--- src/rtl/core/rgbh_pkg.sv ---
// ----------------------------------------------------------------------------
// rgbh_pkg
// Shared types and constants for the RGB grey average and histogram unit.
// ----------------------------------------------------------------------------
package rgbh_pkg;

   // Field widths of the request and response transfers.
   localparam int unsigned CHAN_W      = 8;
   localparam int unsigned OP_W        = 2;
   localparam int unsigned IDX_W       = 4;
   localparam int unsigned GRAY_W      = 8;
   localparam int unsigned OUT_COUNT_W = 24;

   // Widest internal count that the counters may have.
   localparam int unsigned COUNT_MAX_W = 32;

   // Bin index extended far enough to compare with any bin count up to 256.
   localparam int unsigned IDX_EXT_W = 9;

   // Channel sum and the divide-by-three reciprocal: floor(s / 3) equals
   // (s * 683) >> 11 for every sum of three 8-bit channels.
   localparam int unsigned SUM_W        = 10;
   localparam int unsigned GRAY_PROD_W  = 20;
   localparam logic [SUM_W-1:0] DIV3_RECIP = 10'd683;
   localparam int unsigned DIV3_SHIFT   = 11;

   // Width of the channel value times the bin count.
   localparam int unsigned BIN_PROD_W = 17;

   // Operation codes.
   typedef enum logic [OP_W-1:0] {
      OP_PIXEL = 2'd0,
      OP_READ  = 2'd1,
      OP_CLEAR = 2'd2
   } op_type;

   // Per-lane update controls for one accepted transfer.
   typedef struct packed {
      logic bump;
      logic clear;
   } lane_ctrl_type;

   // One response transfer.
   typedef struct packed {
      logic [GRAY_W-1:0]      gray;
      logic [OUT_COUNT_W-1:0] blue_count;
      logic [OUT_COUNT_W-1:0] green_count;
      logic [OUT_COUNT_W-1:0] red_count;
   } rsp_payload_type;

endpackage

--- src/rtl/core/rgbh_req_if.sv ---
// ----------------------------------------------------------------------------
// rgbh_req_if
// Request channel: valid/ready handshake with operation, pixel and bin index.
// ----------------------------------------------------------------------------
interface rgbh_req_if;

   logic                              valid;
   logic                              ready;
   logic [rgbh_pkg::OP_W-1:0]         operation;
   logic [rgbh_pkg::CHAN_W-1:0]       blue;
   logic [rgbh_pkg::CHAN_W-1:0]       green;
   logic [rgbh_pkg::CHAN_W-1:0]       red;
   logic [rgbh_pkg::IDX_W-1:0]        bin_index;

   modport source (
      output valid, operation, blue, green, red, bin_index,
      input  ready
   );

   modport sink (
      input  valid, operation, blue, green, red, bin_index,
      output ready
   );

endinterface

--- src/rtl/core/rgbh_rsp_if.sv ---
// ----------------------------------------------------------------------------
// rgbh_rsp_if
// Response channel: valid/ready handshake with grey value and bin counts.
// ----------------------------------------------------------------------------
interface rgbh_rsp_if;

   logic                               valid;
   logic                               ready;
   logic [rgbh_pkg::GRAY_W-1:0]        gray;
   logic [rgbh_pkg::OUT_COUNT_W-1:0]   blue_count;
   logic [rgbh_pkg::OUT_COUNT_W-1:0]   green_count;
   logic [rgbh_pkg::OUT_COUNT_W-1:0]   red_count;

   modport source (
      output valid, gray, blue_count, green_count, red_count,
      input  ready
   );

   modport sink (
      input  valid, gray, blue_count, green_count, red_count,
      output ready
   );

endinterface

--- src/rtl/core/rgb_gray_average_with_histograms_unit.sv ---
// ----------------------------------------------------------------------------
// rgb_gray_average_with_histograms_unit
// Grey average of BGR pixels with a saturating histogram per colour channel.
// ----------------------------------------------------------------------------
// Use: every request transfer carries an operation. A pixel operation
// returns the floor of the mean of blue, green and red and counts each
// channel into its own histogram, binned by (value * BIN_COUNT) >> 8.
// A read operation returns the three counts of bin_index (zero when the
// index is beyond the last bin). A clear operation zeroes every bin.
// Every request gives exactly one response; unused fields read as zero,
// and an unused operation code changes nothing and returns all zero.
// Responses are registered in the output buffer. One request is taken
// every cycle while req_port.ready is high; the three channel lanes
// update their counter rows in that same cycle, so a request directly
// after a pixel sees its counts. Reset empties the response buffer and
// clears all counters at once; requests are taken from the first cycle
// after it. When the receiver stalls, one further request is held in a
// skid register, after which req_port.ready drops until the output drains.
// ----------------------------------------------------------------------------
module rgb_gray_average_with_histograms_unit #(
   parameter int unsigned BIN_COUNT   = 16,
   parameter int unsigned COUNT_WIDTH = 24
) (
   input  logic           clock,
   input  logic           reset,
   rgbh_req_if.sink       req_port,
   rgbh_rsp_if.source     rsp_port
);

   localparam int unsigned BIN_W = (BIN_COUNT > 1) ? $clog2(BIN_COUNT) : 1;

   logic                              accept;
   rgbh_pkg::op_type                  op;
   rgbh_pkg::lane_ctrl_type           lane_ctrl;
   logic [rgbh_pkg::IDX_EXT_W-1:0]    idx_ext;
   logic                              idx_in_range;
   logic [BIN_W-1:0]                  read_index;
   logic [COUNT_WIDTH-1:0]            blue_cnt;
   logic [COUNT_WIDTH-1:0]            green_cnt;
   logic [COUNT_WIDTH-1:0]            red_cnt;
   logic [rgbh_pkg::COUNT_MAX_W-1:0]  blue_ext;
   logic [rgbh_pkg::COUNT_MAX_W-1:0]  green_ext;
   logic [rgbh_pkg::COUNT_MAX_W-1:0]  red_ext;
   logic [rgbh_pkg::GRAY_W-1:0]       gray_val;
   rgbh_pkg::rsp_payload_type         rsp_data;
   rgbh_pkg::rsp_payload_type         buf_data;
   logic                              buf_ready;

   assign accept = req_port.valid && buf_ready;
   assign req_port.ready = buf_ready;
   assign op = rgbh_pkg::op_type'(req_port.operation);

   // Lane controls for the accepted transfer.
   assign lane_ctrl.bump  = accept && (op == rgbh_pkg::OP_PIXEL);
   assign lane_ctrl.clear = accept && (op == rgbh_pkg::OP_CLEAR);

   // Bin selection for reads, with a range check against the bin count.
   assign idx_ext      = rgbh_pkg::IDX_EXT_W'(req_port.bin_index);
   assign idx_in_range = idx_ext < rgbh_pkg::IDX_EXT_W'(BIN_COUNT);
   assign read_index   = idx_ext[BIN_W-1:0];

   rgbh_gray u_gray (
      .blue  (req_port.blue),
      .green (req_port.green),
      .red   (req_port.red),
      .gray  (gray_val)
   );

   // One lane per colour channel.
   rgbh_lane #(.BIN_COUNT(BIN_COUNT), .COUNT_WIDTH(COUNT_WIDTH)) u_lane_blue (
      .clock      (clock),
      .reset      (reset),
      .ctrl       (lane_ctrl),
      .value      (req_port.blue),
      .read_index (read_index),
      .read_count (blue_cnt)
   );

   rgbh_lane #(.BIN_COUNT(BIN_COUNT), .COUNT_WIDTH(COUNT_WIDTH)) u_lane_green (
      .clock      (clock),
      .reset      (reset),
      .ctrl       (lane_ctrl),
      .value      (req_port.green),
      .read_index (read_index),
      .read_count (green_cnt)
   );

   rgbh_lane #(.BIN_COUNT(BIN_COUNT), .COUNT_WIDTH(COUNT_WIDTH)) u_lane_red (
      .clock      (clock),
      .reset      (reset),
      .ctrl       (lane_ctrl),
      .value      (req_port.red),
      .read_index (read_index),
      .read_count (red_cnt)
   );

   // Counts go out at the fixed response width.
   assign blue_ext  = rgbh_pkg::COUNT_MAX_W'(blue_cnt);
   assign green_ext = rgbh_pkg::COUNT_MAX_W'(green_cnt);
   assign red_ext   = rgbh_pkg::COUNT_MAX_W'(red_cnt);

   // Merge the lane results into one response.
   always_comb begin
      rsp_data = '0;
      unique case (op)
         rgbh_pkg::OP_PIXEL: begin
            rsp_data.gray = gray_val;
         end
         rgbh_pkg::OP_READ: begin
            if (idx_in_range) begin
               rsp_data.blue_count  = blue_ext[rgbh_pkg::OUT_COUNT_W-1:0];
               rsp_data.green_count = green_ext[rgbh_pkg::OUT_COUNT_W-1:0];
               rsp_data.red_count   = red_ext[rgbh_pkg::OUT_COUNT_W-1:0];
            end
         end
         rgbh_pkg::OP_CLEAR: begin
            rsp_data = '0;
         end
         default: begin
            rsp_data = '0;
         end
      endcase
   end

   rgbh_out_buf u_out_buf (
      .clock     (clock),
      .reset     (reset),
      .in_valid  (req_port.valid),
      .in_ready  (buf_ready),
      .in_data   (rsp_data),
      .out_valid (rsp_port.valid),
      .out_ready (rsp_port.ready),
      .out_data  (buf_data)
   );

   assign rsp_port.gray        = buf_data.gray;
   assign rsp_port.blue_count  = buf_data.blue_count;
   assign rsp_port.green_count = buf_data.green_count;
   assign rsp_port.red_count   = buf_data.red_count;

   // A transfer taken while the output was empty shows up the next cycle.
   assert property (@(posedge clock) disable iff (reset)
      (accept && !rsp_port.valid) |=> rsp_port.valid)
      else $error("response missing one cycle after an accepted request");

   // After a clear every lane reads zero, whatever bin is selected.
   assert property (@(posedge clock) disable iff (reset)
      lane_ctrl.clear |=> ((blue_cnt == '0) && (green_cnt == '0) && (red_cnt == '0)))
      else $error("histogram not empty after a clear");

   // Back-pressure only arises with a response waiting at the output.
   assert property (@(posedge clock) disable iff (reset)
      !req_port.ready |-> rsp_port.valid)
      else $error("request stalled while no response is pending");

endmodule

--- src/rtl/core/rgbh_gray.sv ---
// ----------------------------------------------------------------------------
// rgbh_gray
// Grey value of one pixel: the floor of the channel mean.
// ----------------------------------------------------------------------------
module rgbh_gray (
   input  logic [rgbh_pkg::CHAN_W-1:0] blue,
   input  logic [rgbh_pkg::CHAN_W-1:0] green,
   input  logic [rgbh_pkg::CHAN_W-1:0] red,
   output logic [rgbh_pkg::GRAY_W-1:0] gray
);

   logic [rgbh_pkg::SUM_W-1:0]       sum;
   logic [rgbh_pkg::GRAY_PROD_W-1:0] prod;

   // Sum of the three channels, then division by three as a multiplication
   // by a scaled reciprocal.
   assign sum  = rgbh_pkg::SUM_W'(blue) + rgbh_pkg::SUM_W'(green)
               + rgbh_pkg::SUM_W'(red);
   assign prod = rgbh_pkg::GRAY_PROD_W'(sum)
               * rgbh_pkg::GRAY_PROD_W'(rgbh_pkg::DIV3_RECIP);
   assign gray = prod[rgbh_pkg::DIV3_SHIFT +: rgbh_pkg::GRAY_W];

endmodule

--- src/rtl/core/rgbh_lane.sv ---
// ----------------------------------------------------------------------------
// rgbh_lane
// Histogram lane for one colour channel: a row of saturating bin counters
// and a read selector.
// ----------------------------------------------------------------------------
module rgbh_lane #(
   parameter int unsigned BIN_COUNT   = 16,
   parameter int unsigned COUNT_WIDTH = 24,
   localparam int unsigned BIN_W      = (BIN_COUNT > 1) ? $clog2(BIN_COUNT) : 1
) (
   input  logic                          clock,
   input  logic                          reset,
   input  rgbh_pkg::lane_ctrl_type       ctrl,
   input  logic [rgbh_pkg::CHAN_W-1:0]   value,
   input  logic [BIN_W-1:0]              read_index,
   output logic [COUNT_WIDTH-1:0]        read_count
);

   logic [COUNT_WIDTH-1:0]          bins_ff [BIN_COUNT];
   logic [COUNT_WIDTH-1:0]          bins_in [BIN_COUNT];
   logic [rgbh_pkg::BIN_PROD_W-1:0] bin_prod;
   logic [BIN_W-1:0]                bump_bin;

   // The bin is (value * BIN_COUNT) >> 8, always below BIN_COUNT.
   assign bin_prod = rgbh_pkg::BIN_PROD_W'(value) * rgbh_pkg::BIN_PROD_W'(BIN_COUNT);
   assign bump_bin = bin_prod[rgbh_pkg::CHAN_W +: BIN_W];

   // Each counter cell clears, or counts up when its bin is hit and it is
   // not yet full.
   always_comb begin
      for (int unsigned i = 0; i < BIN_COUNT; i++) begin
         if (ctrl.clear) begin
            bins_in[i] = '0;
         end else if (ctrl.bump && (bump_bin == BIN_W'(i)) && (bins_ff[i] != '1)) begin
            bins_in[i] = bins_ff[i] + COUNT_WIDTH'(1);
         end else begin
            bins_in[i] = bins_ff[i];
         end
      end
   end

   always_ff @(posedge clock) begin
      for (int unsigned i = 0; i < BIN_COUNT; i++) begin
         if (reset) begin
            bins_ff[i] <= '0;
         end else begin
            bins_ff[i] <= bins_in[i];
         end
      end
   end

   // Count held before the current transfer takes effect.
   assign read_count = bins_ff[read_index];

endmodule

--- src/rtl/core/rgbh_out_buf.sv ---
// ----------------------------------------------------------------------------
// rgbh_out_buf
// Two-entry response buffer: an output register with a skid register, so
// that a transfer can still be taken in the cycle the receiver stalls.
// ----------------------------------------------------------------------------
module rgbh_out_buf (
   input  logic                      clock,
   input  logic                      reset,
   input  logic                      in_valid,
   output logic                      in_ready,
   input  rgbh_pkg::rsp_payload_type in_data,
   output logic                      out_valid,
   input  logic                      out_ready,
   output rgbh_pkg::rsp_payload_type out_data
);

   logic                      main_valid_ff;
   logic                      main_valid_in;
   rgbh_pkg::rsp_payload_type main_data_ff;
   rgbh_pkg::rsp_payload_type main_data_in;
   logic                      skid_valid_ff;
   logic                      skid_valid_in;
   rgbh_pkg::rsp_payload_type skid_data_ff;
   rgbh_pkg::rsp_payload_type skid_data_in;
   logic                      take_in;

   assign in_ready = !skid_valid_ff;
   assign take_in  = in_valid && in_ready;

   // The output register refills from the skid register first, then from
   // the input; a new transfer parks in the skid register while stalled.
   always_comb begin
      main_valid_in = main_valid_ff;
      main_data_in  = main_data_ff;
      skid_valid_in = skid_valid_ff;
      skid_data_in  = skid_data_ff;
      if (!main_valid_ff || out_ready) begin
         main_valid_in = skid_valid_ff || take_in;
         main_data_in  = skid_valid_ff ? skid_data_ff : in_data;
         skid_valid_in = 1'b0;
      end else if (take_in) begin
         skid_valid_in = 1'b1;
         skid_data_in  = in_data;
      end
   end

   always_ff @(posedge clock) begin
      if (reset) begin
         main_valid_ff <= 1'b0;
         skid_valid_ff <= 1'b0;
      end else begin
         main_valid_ff <= main_valid_in;
         skid_valid_ff <= skid_valid_in;
      end
   end

   always_ff @(posedge clock) begin
      main_data_ff <= main_data_in;
      skid_data_ff <= skid_data_in;
   end

   assign out_valid = main_valid_ff;
   assign out_data  = main_data_ff;

endmodule
--- src/flat_wrapper.sv ---
// flat-port wrapper written by rule: the top's interface ports become plain ports
module rgb_gray_average_with_histograms_unit_flat 
#(
   parameter int unsigned BIN_COUNT   = 16,
   parameter int unsigned COUNT_WIDTH = 24
)
  (clock, reset, req_port_valid, req_port_operation, req_port_blue, req_port_green, req_port_red, req_port_bin_index, req_port_ready, rsp_port_valid, rsp_port_gray, rsp_port_blue_count, rsp_port_green_count, rsp_port_red_count, rsp_port_ready);
  rgbh_req_if req_port_i ();
  rgbh_rsp_if rsp_port_i ();
  input  logic clock;
  input  logic reset;
  input wire logic [$bits(req_port_i.valid)-1:0] req_port_valid;
  input wire logic [$bits(req_port_i.operation)-1:0] req_port_operation;
  input wire logic [$bits(req_port_i.blue)-1:0] req_port_blue;
  input wire logic [$bits(req_port_i.green)-1:0] req_port_green;
  input wire logic [$bits(req_port_i.red)-1:0] req_port_red;
  input wire logic [$bits(req_port_i.bin_index)-1:0] req_port_bin_index;
  output wire logic [$bits(req_port_i.ready)-1:0] req_port_ready;
  output wire logic [$bits(rsp_port_i.valid)-1:0] rsp_port_valid;
  output wire logic [$bits(rsp_port_i.gray)-1:0] rsp_port_gray;
  output wire logic [$bits(rsp_port_i.blue_count)-1:0] rsp_port_blue_count;
  output wire logic [$bits(rsp_port_i.green_count)-1:0] rsp_port_green_count;
  output wire logic [$bits(rsp_port_i.red_count)-1:0] rsp_port_red_count;
  input wire logic [$bits(rsp_port_i.ready)-1:0] rsp_port_ready;
  assign req_port_i.valid = req_port_valid;
  assign req_port_i.operation = req_port_operation;
  assign req_port_i.blue = req_port_blue;
  assign req_port_i.green = req_port_green;
  assign req_port_i.red = req_port_red;
  assign req_port_i.bin_index = req_port_bin_index;
  assign req_port_ready = req_port_i.ready;
  assign rsp_port_valid = rsp_port_i.valid;
  assign rsp_port_gray = rsp_port_i.gray;
  assign rsp_port_blue_count = rsp_port_i.blue_count;
  assign rsp_port_green_count = rsp_port_i.green_count;
  assign rsp_port_red_count = rsp_port_i.red_count;
  assign rsp_port_i.ready = rsp_port_ready;
  rgb_gray_average_with_histograms_unit #(.BIN_COUNT(BIN_COUNT), .COUNT_WIDTH(COUNT_WIDTH)) u_core (.clock(clock), .reset(reset), .req_port(req_port_i), .rsp_port(rsp_port_i));
endmodule
--- config.mk ---
export PLATFORM = sky130hd
export DESIGN_NAME = rgb_gray_average_with_histograms_unit_flat
export DESIGN_NICKNAME = d
export VERILOG_FILES = /design/src/rtl/core/rgbh_pkg.sv /design/src/rtl/core/rgbh_req_if.sv /design/src/rtl/core/rgbh_rsp_if.sv /design/src/rtl/core/rgb_gray_average_with_histograms_unit.sv /design/src/rtl/core/rgbh_gray.sv /design/src/rtl/core/rgbh_lane.sv /design/src/rtl/core/rgbh_out_buf.sv /design/src/flat_wrapper.sv
export SDC_FILE = /design/constraint.sdc
export NUM_CORES = 2
export LEC_CHECK = 0
export BUFFER_PORTS_ARGS = -buffer_cell sky130_fd_sc_hd__buf_2
export CORE_MARGIN = 2
export CORE_UTILIZATION = 30
export DETAILED_ROUTE_END_ITERATION = 10
export GPL_TIMING_DRIVEN = 0
export HOLD_SLACK_MARGIN = 0.12
export PLACE_DENSITY = 0.58
export SETUP_SLACK_MARGIN = 0.2
export SLEW_MARGIN = 5
export SYNTH_ARGS = -nofsm -noshare
export SYNTH_HDL_FRONTEND = slang
export SYNTH_SLANG_ARGS = --single-unit
--- constraint.sdc ---
create_clock -name clock -period 8.8 [get_ports clock]
set_input_delay 0.44 -clock clock [delete_from_list [all_inputs] [get_ports clock]]
set_output_delay 0.44 -clock clock [all_outputs]
set_load 0.1 [all_outputs]
==> impl_metrics.toml <==
[cells_and_area]
nets = 7661
synthToLayoutAreaGrowth_pct = 14.0
area.sequential_mm2 = 0.0279
multi_input_area_mm2 = 0.0394
n_fill_cell = 22854
layout-drive-gt1-share_pct = 11.4

[power]
peakVddDrop_uv = 465
finalPower_mw = 16.6
power-per-cell-area_mw_per_mm2 = 212
power_leakage_nw = 26.3

[global_route]
grt_start_max_net_pins = 43
antenna_found_initial = 19
grt_pass1_vias = 54004
overflow = 0
grt_pass1_wl_um = 340000
grt_usage_pct = 19.0

[floorplan]
die_area_mm2 = 0.234
start_util_pct = 30.2
rows = 175
fp.dieW_um = 483
ios = 116
die_h_um = 483
fp.coreArea_mm2 = 0.228

[setup_path]
cp_data_arrival_time_ns = 7.08
path_common_cell = "inv_1"
end_kind = "register"
slowest_delay_ns = 0.53
cp_slowest_cell = "fa_1"
crit_type = "input port to register"
worstPathMaxFanout = 3
critPathLaunchType = "input port"
required_ns = 9.34

[cts]
cts_hold_buffers = 3
cts_buffer_depth = 3
clk_latency_ns = 0.83
post_cts_resized = 0
cts_tree = "done"
h-tree-depth = 4
root_buffer = "clkbuf_16"
post_cts_buffers = 0
cts_buffers = 145
cts_sinks = 1314
clk_pin_slew_worst_paths_ns = 0.07

[yosys]
ys.flop_type = "dfxtp_1"
ys_warn_count = 0
synth_seq_area_share_pct = 40.5
synth_nets = 7390
ys_types = 77
synth_edf_count = 160
ys_ff_latch = 1314
syn_area_per_cell_um2 = 9.56
netlist_area_mm2 = 0.0689
synthArstFlopShare_pct = 0
postSynthCellCount = 7213

[routing]
met1_length_um = 95800
top_layer_used = "met5"
antenna_left = 0
wl_met2_um = 106000
routed_via_density = 5.38
dr.first_iter.drc_count = 5267
wire_per_inst_um = 21.6
first_pass_iters = 6
drt_wl_total_um = 230000
wl_met3_um = 15700
vias = 57135
drc = 0

[timing]
maxSlewViolCount = 0
grt_setup_unrepaired = "no"
tns_ns = 0
finalSetupViolCount = 0
min_period_ns = 6.54
slew_headroom_pct = 1.78
timing.final.ws_setup_ns = 2.26
hold_viol_final = 0
clock_skew_ns = 0.0394
tightest_slew_ns = 1.47
timing.final.crit_share_pct = 74.3
max_freq_ghz = 0.153

[run]
cap_violations = 0

[place]
dp_slack_ns = 1.43
portBuffers = 110
routabilityCongestion = 0.953
dp_hpwl_um = 178000

[worst_hold_path]
hold_class = "input port to register"

[status]
outcome = "completed"
==> synth_stat cells (150+ instances only) <==
library cell,count,area (um^2)
xnor2_1,364,3190
clkbuf_1,243,912
nor2_1,1170,4390
xor2_1,593,5190
nand4_1,298,1860
dfxtp_1,1154,23100
edfxtp_1,160,4800
and4_1,155,1360
nand3_1,405,2030
a21oi_1,205,1030
and3_1,150,938
mux4_2,360,8110
or3_1,168,1050
o21ai_0,194,971
nand2_1,517,1940
inv_1,158,593
==> worst max-delay path: cells and delay by family <==
kind,cells,cell delay (ns)
adder cells (fa/ha/maj),9,3.38
AO/OA/AOI/OAI,9,1.57
AND/OR/NAND/NOR,3,0.79
XOR/XNOR,2,0.49
buffers and inverters,7,0.38
==> per-layer routing <==
layer | up-vias | global-route usage (%)
li1 | 26352 | -
met1 | 28147 | 24.4
met2 | 2196 | 30.9
met3 | 436 | 2.80
met4 | 4 | 9.69
met5 | - | 0
==> cells by family after synthesis <==
group | after synthesis | share of synthesized area, %
fa+ha+maj | 143 | 2.85
buf+inv | 449 | 2.46
flops | 1314 | 40.5
mux | 452 | 13.2
simple gates | 3351 | 24.3
xor+xnor | 957 | 12.2
compound gates | 547 | 4.57
==> where the power goes <==
part	leakage, nW	internal, mW	switching, mW
logic	12.9	1.53	2.46
registers	10.9	6.17	0.0151
clock network	2.45	3.78	2.68
==> state kept, by name, summed over array words and instances (netlist names) <==
register,count
u_core.u_lane_blue.bins_ff,384
u_core.u_out_buf.skid_valid_ff,1
u_core.u_out_buf.out_data,80
u_core.u_out_buf.skid_data_ff,80
u_core.u_out_buf.out_valid,1
u_core.u_lane_red.bins_ff,384
u_core.u_lane_green.bins_ff,384
==> final cells by class <==
cell class	instances	area share, %
timing repair buffer	124	1.02
clock inverter	65	1.01
clock buffer	202	5.35
antenna	12	0.0382
inverter	161	0.769
tap	3009	4.79
buffer	288	1.41
multi-input combinational	5450	50.1
sequential	1314	35.5
==> path summary, 6_finish.rpt <==
path	from	endpoint	slack [ns]	cells after the start
max reg2reg	u_core.u_out_buf.skid_valid_ff	u_core.u_lane_red.bins_ff[13][23]	3.89	7
min	req_port_operation[0]	u_core.u_out_buf.skid_data_ff[77]	0.24	3
min reg2reg	u_core.u_lane_red.bins_ff[4][22]	u_core.u_lane_red.bins_ff[4][22]	0.49	2
max	req_port_green[0]	u_core.u_out_buf.out_data[78]	2.26	30
==> through the flow <==
step | hold WS [ns] | util [%] | cell area, um^2 | cells
floorplan | 0.444 | - | 69000 | 7213
global placement | 0.470 | 32.1 | 73300 | 10332
detailed placement | 0.490 | 32.3 | 73500 | 10343
CTS | 0.194 | 34.5 | 78600 | 10613
global route | 0.282 | 34.5 | 78600 | 10617
finish | 0.243 | 34.5 | 78600 | 10625
==> layout by cell type (no fill, tap or decap), types with 158 or more instances in the layout <==
master,instances
a21oi_1,205
clkbuf_1,263
dfxtp_1,1154
edfxtp_1,160
inv_1,158
mux4_2,360
nand2_1,517
nand3_1,405
nand4_1,298
nor2_1,1170
o21ai_0,194
or3_1,168
xnor2_1,364
xor2_1,593
(Power assumes the default switching activity.)
